===== config.mk =====
export PLATFORM = sky130hd
export DESIGN_NAME = restoring_array_divider
export DESIGN_NICKNAME = d
export VERILOG_FILES = /design/src/rad_pkg.sv /design/src/rad_cell.sv /design/src/restoring_array_divider.sv
export SDC_FILE = /design/constraint.sdc
export NUM_CORES = 1
export LEC_CHECK = 0
export BUFFER_PORTS_ARGS = -buffer_cell sky130_fd_sc_hd__buf_2
export CAP_MARGIN = 0
export CORE_UTILIZATION = 45
export CTS_CLUSTER_SIZE = 30
export DETAILED_ROUTE_END_ITERATION = 10
export PLACE_DENSITY_LB_ADDON = 0.12
export RECOVER_POWER = 25
export REMOVE_ABC_BUFFERS = 1
export SLEW_MARGIN = 10
export SYNTH_ARGS = -nofsm -noshare
export SYNTH_HDL_FRONTEND = slang
export SYNTH_SLANG_ARGS = --single-unit

===== constraint.sdc =====
create_clock -name clock -period 7.6 [get_ports clock]
set_clock_uncertainty 0.2 [all_clocks]
set_input_delay 0.38 -clock clock [delete_from_list [all_inputs] [get_ports clock]]
set_output_delay 0.38 -clock clock [all_outputs]
set_load 0.1 [all_outputs]

===== src/rad_pkg.sv =====
// Shared constants for the restoring array divider.
package rad_pkg;

   // default core width: quotient, remainder and divisor bits
   localparam int unsigned CORE_BITS_DEF = 16;

endpackage


===== src/rad_cell.sv =====
// One divider array row: shift, compare, conditional subtract, plus its pipeline register.
module rad_cell #(
   parameter int unsigned CORE_BITS = rad_pkg::CORE_BITS_DEF
) (
   input  logic                 clock,
   input  logic                 reset,
   input  logic                 up_valid,
   output logic                 up_ready,
   input  logic [CORE_BITS-1:0] up_rem,
   input  logic [CORE_BITS-1:0] up_low,
   input  logic [CORE_BITS-1:0] up_quo,
   input  logic [CORE_BITS-1:0] up_dvs,
   output logic                 down_valid,
   input  logic                 down_ready,
   output logic [CORE_BITS-1:0] down_rem,
   output logic [CORE_BITS-1:0] down_low,
   output logic [CORE_BITS-1:0] down_quo,
   output logic [CORE_BITS-1:0] down_dvs
);

   logic                 valid_ff, valid_in;
   logic [CORE_BITS-1:0] rem_ff, rem_in;
   logic [CORE_BITS-1:0] low_ff, low_in;
   logic [CORE_BITS-1:0] quo_ff, quo_in;
   logic [CORE_BITS-1:0] dvs_ff;
   logic [CORE_BITS:0]   wide;
   logic [CORE_BITS-1:0] diff;
   logic                 take;
   logic                 load;

   // register is free when empty or when its content moves on this cycle
   assign up_ready = !valid_ff || down_ready;
   assign load     = up_valid && up_ready;

   always_comb begin
      wide     = {up_rem, up_low[CORE_BITS-1]};
      // only the low bits of the difference are kept
      diff     = wide[CORE_BITS-1:0] - up_dvs;
      take     = wide >= {1'b0, up_dvs};
      rem_in   = take ? diff : wide[CORE_BITS-1:0];
      low_in   = {up_low[CORE_BITS-2:0], 1'b0};
      quo_in   = {up_quo[CORE_BITS-2:0], take};
      valid_in = up_valid || (valid_ff && !down_ready);
   end

   always_ff @(posedge clock) begin
      if (reset) begin
         valid_ff <= 1'b0;
      end else if (up_ready) begin
         valid_ff <= valid_in;
      end
   end

   always_ff @(posedge clock) begin
      if (load) begin
         rem_ff <= rem_in;
         low_ff <= low_in;
         quo_ff <= quo_in;
         dvs_ff <= up_dvs;
      end
   end

   assign down_valid = valid_ff;
   assign down_rem   = rem_ff;
   assign down_low   = low_ff;
   assign down_quo   = quo_ff;
   assign down_dvs   = dvs_ff;

`ifndef SYNTHESIS
   a_reset_empties: assert property (@(posedge clock) reset |=> !valid_ff)
      else $error("row register not empty after reset");

   a_load_fills: assert property (@(posedge clock) disable iff (reset)
      load |=> valid_ff)
      else $error("accepted transaction lost in row");

   a_stall_holds: assert property (@(posedge clock) disable iff (reset)
      valid_ff && !down_ready |=> valid_ff && $stable(rem_ff) && $stable(quo_ff))
      else $error("stalled row changed its contents");
`endif

endmodule


===== src/restoring_array_divider.sv =====
// Restoring array divider: CORE_BITS rows, one pipeline register per row.
// Each request passes through every row register, row 0 first, before rsp_valid rises.
// Throughput: one transaction per cycle while rsp_ready stays high; each row register fills as soon as it frees up.
// Backpressure ripples through the row ready chain, so bubbles are squeezed out.
// Reset (synchronous, active high) clears every row's valid bit; data is not reset.
module restoring_array_divider #(
   parameter int unsigned CORE_BITS = rad_pkg::CORE_BITS_DEF
) (
   input  logic                   clock,
   input  logic                   reset,
   input  logic                   req_valid,
   output logic                   req_ready,
   input  logic [2*CORE_BITS-2:0] req_dividend,
   input  logic [CORE_BITS-1:0]   req_divisor,
   output logic                   rsp_valid,
   input  logic                   rsp_ready,
   output logic [CORE_BITS-1:0]   rsp_quotient,
   output logic [CORE_BITS-1:0]   rsp_remainder
);

   import rad_pkg::*;

   logic                 valid_s [0:CORE_BITS];
   logic                 ready_s [0:CORE_BITS];
   logic [CORE_BITS-1:0] rem_s   [0:CORE_BITS];
   logic [CORE_BITS-1:0] low_s   [0:CORE_BITS];
   logic [CORE_BITS-1:0] quo_s   [0:CORE_BITS];
   logic [CORE_BITS-1:0] dvs_s   [0:CORE_BITS];

   // row 0 sees the top CORE_BITS-1 dividend bits with a zero above them
   assign valid_s[0] = req_valid;
   assign req_ready  = ready_s[0];
   assign rem_s[0]   = {1'b0, req_dividend[2*CORE_BITS-2:CORE_BITS]};
   assign low_s[0]   = req_dividend[CORE_BITS-1:0];
   assign quo_s[0]   = '0;
   assign dvs_s[0]   = req_divisor;

   for (genvar r = 0; r < CORE_BITS; r++) begin : g_row
      rad_cell #(
         .CORE_BITS (CORE_BITS)
      ) u_cell (
         .clock      (clock),
         .reset      (reset),
         .up_valid   (valid_s[r]),
         .up_ready   (ready_s[r]),
         .up_rem     (rem_s[r]),
         .up_low     (low_s[r]),
         .up_quo     (quo_s[r]),
         .up_dvs     (dvs_s[r]),
         .down_valid (valid_s[r+1]),
         .down_ready (ready_s[r+1]),
         .down_rem   (rem_s[r+1]),
         .down_low   (low_s[r+1]),
         .down_quo   (quo_s[r+1]),
         .down_dvs   (dvs_s[r+1])
      );
   end

   assign ready_s[CORE_BITS] = rsp_ready;
   assign rsp_valid          = valid_s[CORE_BITS];
   assign rsp_quotient       = quo_s[CORE_BITS];
   assign rsp_remainder      = rem_s[CORE_BITS];

endmodule


==> impl_metrics.csv, run 1 <==
group,metric,value,unit
status,run_status,"finished clean",
yosys,ys_ff_latch,768,
layout,antenna_cells,0,
layout,area_growth,13.59,%
detailed_routing,firstDrtPassIters,5,
critical_path,worst-setup-path-type,"in2out",
grt,grt_pass1_wl,128300,um
yosys,synth.mux.area_fraction,0.05974,
critical_path,crit_fanout,10,
timing,min_period,4.328,ns
placed_design,place_hpwl,60560,um
yosys,synth_top_cell_by_area,"edfxtp_1",
clocking,cts_sinks,768,
timing,fin_setup_tns,0,ns
detailed_routing,via_per_inst,5.325,
power_and_ir_drop,p_leak,16.81,nW
timing,fin_crit_sh,0.5694,
detailed_routing,drt_first_iter_violations,1363,
detailed_routing,vias,23960,
placed_design,port_buffers,84,
clocking,cts_buffers,85,
floorplanning,die_h,296.2,um
clocking,post_cts_buffers,0,
floorplanning,start_util,0.4561,
yosys,netlist_area,38950,um2
clocking,cts_resized,0,
flow_run,cap_violations,0,
power_and_ir_drop,ir_drop,0.1647,mV
placed_design,gp_congestion,0.8592,
detailed_routing,wl_per_cell,17.94,um
worst_hold_path,hold_path.class,"reg2reg",
yosys,yosysWarnings,0,
timing,hold_violations,0,
yosys,synth-edff-count,752,
critical_path,cp-endpoint,"req_ready",
clocking,clkSlewWorstSetupHoldPaths,0.06,ns
yosys,synth_compound_area_frac,0.1116,
detailed_routing,routed_wl,80720,um
critical_path,worstRegToRegCells,7,
critical_path,startpoint,"rsp_ready",
clocking,insertion_delay,0.64,ns
critical_path,reg2reg_to,"g_row[0].u_cell.down_low[6]",
floorplanning,io_pins,85,
critical_path,r2r_slack,3.65,ns
grt,grt-ovfl-total,0,
grt,grt_max_degree,49,
detailed_routing,final_antenna_net_count,0,
yosys,synth_area_leaders,"edfxtp_1 (58%), ha_1 (8.2%), mux2_2 (3.8%)",
floorplanning,fp.dieW,296.2,um
timing,relSlewSlack,0.2524,
yosys,syn_avg_cell_area,12.67,um2
power_and_ir_drop,cellPowerDensity,219.1,nW/um2
grt,first_global_vias,24000,
yosys,synth_seq_area_share,0.5879,
clocking,cts_buffer_depth,3,
floorplanning,core-area,85410,um2
yosys,synth.most_common_cell,"edfxtp_1",
layout,drive_gt1_frac,0.1189,
grt,antenna_found_initial,0,
critical_path,worst_ep_arrival_time,3.75,ns
yosys,synth_cell_type_count,74,
timing,worst_pin_slew,1.121,ns
floorplanning,rows,107,
layout,n_fill_cell,7362,
yosys,yosys-top-cells-count,"edfxtp_1 (752), inv_1 (333), ha_1 (256)",
timing,rsz0062_at_grt,"no",
detailed_routing,drcViolationCount,0,
yosys,async_reset_ff_frac,0,
timing,setup_viol,0,
clocking,h-tree-depth,3,
clocking,clock-root-buffer,"clkbuf_16",
critical_path,crit_path_end_kind,"output pin",
yosys,synth_top_family_by_area,"compound AO/OA/AOI/OAI gates",
grt,grt_usage,0.1851,
yosys,postSynthCellCount,3075,
yosys,yosys.area_share.simple,0.08515,
critical_path,required,7.02,ns
worst_hold_path,whs_path_depth,0,
timing,fmax,231.1,MHz
floorplanning,dieArea,87740,um2
layout,finish.utilization,0.5180,
yosys,yosys.area_share.adder,0.09045,
layout,nets,3608,
clocking,tritoncts,"yes",
critical_path,timing.rr.start,"g_row[15].u_cell.down_valid",
yosys,ys.flop_type,"edfxtp_1",
yosys,netlist.area_leader.share,0.5797,
yosys,synth_xor_xnor_area_share,0.02923,
critical_path,critPathLaunchType,"input pin",
timing,drv_slew,0,
-- layout make-up --
class,instances,area [um2],share of cell area
Clock buffer,104,2198,0.04968
Tap cell,1144,1431,0.03235
Multi-Input combinational cell,1944,14810,0.3348
Clock inverter,53,601.8,0.01360
Timing Repair Buffer,153,1049,0.02370
Inverter,333,1250,0.02825
Sequential cell,768,22900,0.5176
-- cells in the final DEF (no fill, tap or decap), types with 35 or more instances in the layout --
master,instances
dlygate4sd3_1,52
mux2_2,131
o21ai_0,124
ha_1,256
xnor2_1,101
nor2b_1,67
edfxtp_1,752
nor2_1,218
clkbuf_16,85
a21oi_1,163
mux2_1,37
o21a_1,80
nand2_1,130
clkbuf_1,35
inv_1,333
buf_2,68
nor3_1,58
nand3_1,59
-- worst min-delay path by stage --
| stage | to | start | slack, ns |
|---|---|---|---|
| after global placement | g_row[12].u_cell.down_low[15] | g_row[11].u_cell.down_low[14] | 0.20 |
| final | g_row[12].u_cell.down_quo[9] | g_row[11].u_cell.down_quo[8] | 0.21 |
| after detailed placement | g_row[10].u_cell.down_low[15] | g_row[9].u_cell.down_low[14] | 0.20 |
| after floorplan | g_row[10].u_cell.down_low[11] | g_row[9].u_cell.down_low[10] | 0.20 |
| after global routing | g_row[0].u_cell.down_low[4] | req_dividend[3] | 0.21 |
| after CTS | g_row[0].u_cell.down_low[3] | req_dividend[2] | 0.20 |
-- metal layers --
layer | vias up | part of all wire | global-route usage
met2 | 347 | 0.52 | 0.3331
met5 | - | 0 | 0
met4 | 0 | 0.024 | 0.05155
met1 | 11530 | 0.43 | 0.2306
li1 | 11930 | - | -
met3 | 143 | 0.027 | 0.02601
-- sequential cells by signal (all words and copies together) (netlist names) --
register	cells
g_row.u_cell.down_rem	256
g_row.u_cell.down_dvs	240
g_row.u_cell.down_quo	136
g_row.u_cell.down_low	120
g_row.u_cell.down_valid	16
-- worst max-delay path, cell delays in order --
cell           delay, ns
dlygate4sd3_1       0.53
buf_2               0.12
nor2b_1             0.50
nand3_1             0.15
nor2_1              0.42
and3_1              0.59
and3_1              0.52
nand4_1             0.19
buf_2               0.34
-- metrics by stage --
stage               instance area [um2]  power (W)  instances  hold WS [ns]  worst slack (ns)
floorplan                         38800   0.005453       3045        0.2003             1.729
global placement                  40950   0.005651       4290        0.2003             3.577
detailed placement                40950   0.005668       4290        0.2045             3.493
CTS                               44270   0.009830       4499        0.2045             3.282
global route                      44250    0.01008       4499        0.2138             3.088
finish                            44250   0.009695       4499        0.2104             3.272
-- timing repair --
action / CTS / global route
endpoints found under the hold margin: 63 / 0
endpoints found under the setup margin: 0 / 0
hold buffers: 52 / 0
-- power breakdown --
part | total (W) | switching (W) | leakage, nW | internal [W]
combinational | 0.000799 | 0.000425 | 8.50 | 0.000374
sequential | 0.00480 | 0.0000591 | 6.95 | 0.00474
clock | 0.00410 | 0.00171 | 1.36 | 0.00239
total | 0.00969 | 0.00219 | 16.8 | 0.00751
-- cell families (layout without fill, tap and decap cells) --
logic type | count (synthesis) | count (layout)
flip-flops | 768 | 768
buffers and inverters | 363 | 643
AND/OR/NAND/NOR | 681 | 681
XOR/XNOR | 130 | 130
multiplexers | 208 | 208
adder cells (fa/ha/maj) | 272 | 272
AO/OA/AOI/OAI | 653 | 653
No activity file was read; power rests on OpenSTA's default activity.
==> run 2, diff against run 1 <==
--- a/config.mk
+++ b/config.mk
@@ -5,6 +5,7 @@
 export SDC_FILE = /design/constraint.sdc
 export NUM_CORES = 1
 export LEC_CHECK = 0
+export ABC_AREA = 1
 export BUFFER_PORTS_ARGS = -buffer_cell sky130_fd_sc_hd__buf_2
 export CAP_MARGIN = 0
 export CORE_UTILIZATION = 45
==> constraint.sdc (replaced) <==
create_clock -name clock -period 4 [get_ports clock]
set_clock_uncertainty 0.2 [all_clocks]
set_input_delay 0.2 -clock clock [delete_from_list [all_inputs] [get_ports clock]]
set_output_delay 0.2 -clock clock [all_outputs]
set_load 0.1 [all_outputs]
==> run 2 against run 1 <==
Effect of this change:
- via count rose by 3.1%
- flip-flop and latch count did not move
- register-to-register slack got worse by 2.8 ns
- critical path depth rose by 3
- largest power group unchanged
- wire length rose by 10%
- synthesized cell count rose by 10%
- critical endpoint is now g_row[6].u_cell.down_rem[13]
- count of clock-buffer cells in the layout fell by 3
- synthesized area fell by 0.90%
- worst hold slack got worse by 0.13 ns
- critical path type is now reg2reg
==> impl_metrics.csv, run 2 <==
group,metric,value,unit
status,run_status,"finished clean",
grt,grt_usage,0.2066,
grt,first_global_vias,24480,
yosys,synth_cell_type_count,45,
yosys,ys.flop_type,"edfxtp_1",
worst_hold_path,min_to,"g_row[0].u_cell.down_low[6]",
critical_path,crit_path_end_kind,"flop",
floorplanning,io_pins,85,
clocking,cts_sinks,768,
timing,min_period,3.181,ns
layout,final_cell_mix,"edfxtp_1 (752), nand2_1 (428), inv_1 (405)",
layout,stdcell_count,4790,
timing,fin_crit_sh,0.7954,
clocking,cts_buffers,86,
detailed_routing,final_antenna_net_count,0,
detailed_routing,wl_per_cell,18.58,um
detailed_routing,firstDrtPassIters,6,
power_and_ir_drop,ir_drop,0.3241,mV
power_and_ir_drop,p_total,0.01789,W
critical_path,critPathLaunchType,"flop",
layout,n_fill_cell,7451,
placed_design,dpl-instance-area,40200,um2
clocking,cts_buffer_depth,3,
layout,nets,3901,
timing,hold_violations,0,
worst_hold_path,hold_path.class,"in2reg",
detailed_routing,drt_first_iter_violations,1645,
yosys,netlist_area,38600,um2
clocking,post_cts_buffers,0,
detailed_routing,vias,24690,
worst_hold_path,whs_path_depth,2,
critical_path,r2r_slack,0.82,ns
yosys,synth_seq_area_share,0.5933,
placed_design,gp_congestion,0.8972,
layout,area_growth,12.62,%
critical_path,worst-setup-path-type,"reg2reg",
worst_hold_path,hold_path_startpoint,"req_dividend[5]",
yosys,synth.most_common_cell,"edfxtp_1",
power_and_ir_drop,power_frac_seq,0.503,
grt,antenna_found_initial,4,
grt,grt_max_degree,49,
power_and_ir_drop,cellPowerDensity,411.4,nW/um2
grt,grt_pass1_wl,137800,um
timing,relSlewSlack,0.2255,
power_and_ir_drop,swShare,0.2210,
yosys,postSynthCellCount,3391,
layout,drive_gt1_frac,0.1039,
detailed_routing,routed_wl,88980,um
floorplanning,fp.dieW,294.9,um
layout,final_area,43480,um2
power_and_ir_drop,pwr-share-comb,0.063,
floorplanning,rows,107,
yosys,async_reset_ff_frac,0,
timing,fmax,314.3,MHz
power_and_ir_drop,cell_internal_pwr,0.01393,W
clocking,tritoncts,"yes",
timing,setup_viol,0,
clocking,clkSlewWorstSetupHoldPaths,0.06,ns
yosys,ys_ff_latch,768,
clocking,h-tree-depth,3,
critical_path,worst_ep_arrival_time,3.31,ns
power_and_ir_drop,p_switching,0.003953,W
layout,antenna_cells,0,
clocking,insertion_delay,0.63,ns
yosys,synth_area_leaders,"edfxtp_1 (58%), ha_1 (8.3%), nand2_1 (4.2%)",
detailed_routing,via_per_inst,5.154,
yosys,syn_avg_cell_area,11.38,um2
floorplanning,core-area,85010,um2
placed_design,port_buffers,84,
yosys,yosysWarnings,0,
floorplanning,start_util,0.4541,
timing,drv_slew,0,
floorplanning,dieArea,86960,um2
yosys,synth_top_cell_by_area,"edfxtp_1",
placed_design,dp_cells,4582,
critical_path,reg2reg_to,"g_row[6].u_cell.down_rem[13]",
critical_path,required,4.13,ns
grt,grt-ovfl-total,0,
layout,mostFrequentLayoutCell,"edfxtp_1",
placed_design,place_hpwl,67690,um
yosys,netlist.area_leader.share,0.5850,
timing,fin_ws,0.8185,ns
placed_design,pre_cts_ws,0.7824,ns
critical_path,crit_fanout,30,
yosys,synth-edff-count,752,
critical_path,timing.rr.start,"g_row[5].u_cell.down_dvs[10]",
power_and_ir_drop,clock_power_share,0.435,
detailed_routing,drcViolationCount,0,
critical_path,worstRegToRegCells,12,
timing,rsz0062_at_grt,"no",
flow_run,cap_violations,0,
floorplanning,die_h,294.9,um
timing,worst_pin_slew,1.162,ns
layout,largest_reg_flops,256,
power_and_ir_drop,p_leak,17.20,nW
clocking,clock-root-buffer,"clkbuf_16",
yosys,yosys-top-cells-count,"edfxtp_1 (752), nand2_1 (428), inv_1 (413)",
==> run 2: cell types whose count changed in the layout (fill, tap and decap cells not counted), sizes merged, moves of 26 or more <==
cell / delta
o31ai: -30
mux2i: -33
mux2: -175
o2111ai: +27
nor2b: -73
nand2: +317
a21oi: +234
xor2: +62
nor2: +168
inv: +82
o21a: -80
nor3: -45
o31a: -26
nand3: +44
==> run 2: layout make-up <==
class                           count  area [um2]  share of cell area
Multi-Input combinational cell   2158       13790              0.3172
Clock buffer                      101        2272             0.05226
Tap cell                         1144        1431             0.03292
Timing Repair Buffer              149        1018             0.02343
Inverter                          415        1558             0.03583
Sequential cell                   768       22900              0.5268
Clock inverter                     55       503.0             0.01157
==> run 2: through the flow <==
stage                     hold WS [ns]  setup TNS [ns]  utilization
after detailed placement        0.1787               0       0.4729
after global routing           0.06141               0       0.5114
final                          0.08165               0       0.5114
after floorplan                0.06244          -82.94            -
after CTS                      0.03445               0       0.5116
after global placement          0.1795               0       0.4729
==> run 2: critical path, cell delays in order (launching register included) <==
cell      delay, ns
edfxtp_1       0.46
inv_1          0.07
ha_1           0.36
a21oi_1        0.21
o21ai_0        0.11
a21oi_1        0.16
o21ai_2        0.10
nand2_1        0.08
nand2_1        0.05
nand2_1        0.11
nand2_1        0.59
nor2_1         0.33
a21oi_1        0.07
==> run 2: worst max path at each step <==
stage,start,to,slack [ns],cells past startpoint
floorplan,g_row[15].u_cell.down_valid,g_row[3].u_cell.down_dvs[0],-0.73,8
global placement,g_row[3].u_cell.down_dvs[2],g_row[4].u_cell.down_rem[1],0.92,12
detailed placement,g_row[5].u_cell.down_dvs[10],g_row[6].u_cell.down_rem[13],0.78,12
CTS,g_row[5].u_cell.down_dvs[10],g_row[6].u_cell.down_rem[13],0.81,12
global route,g_row[2].u_cell.down_dvs[12],g_row[3].u_cell.down_rem[8],0.50,12
finish,g_row[5].u_cell.down_dvs[10],g_row[6].u_cell.down_rem[13],0.82,12
==> run 2: logic make-up (layout without fill, tap and decap cells) <==
kind of cell	after synthesis	in the layout	share of synthesized area
simple gates	977	977	0.1056
flops	768	768	0.5933
compound gates	693	693	0.1097
buf+inv	465	720	0.05121
fa+ha+maj	272	272	0.09127
xor+xnor	216	216	0.04901
==> run 2: timing repair <==
action | CTS | global route
gates resized for setup | 0 | 0
endpoints found under the hold margin | 63 | 0
hold buffers | 52 | 0
endpoints found under the setup margin | 0 | 0
==> run 2: per-layer routing <==
| layer | GRT usage | share of wire |
|---|---|---|
| met1 | 0.2881 | 0.47 |
| met2 | 0.3348 | 0.46 |
| met3 | 0.02873 | 0.044 |
| met4 | 0.06047 | 0.023 |
| met5 | 0 | 0.00015 |
==> run 2: power groups by stage <==
stage          clock, W  sequential (W)  combinational, W
2_1_floorplan         0         0.00912          0.000802
3_3_place_gp          0         0.00916           0.00107
3_5_place_dp          0         0.00916           0.00108
4_1_cts         0.00802         0.00899           0.00113
5_1_grt         0.00831         0.00900           0.00125
6_report        0.00777         0.00899           0.00112
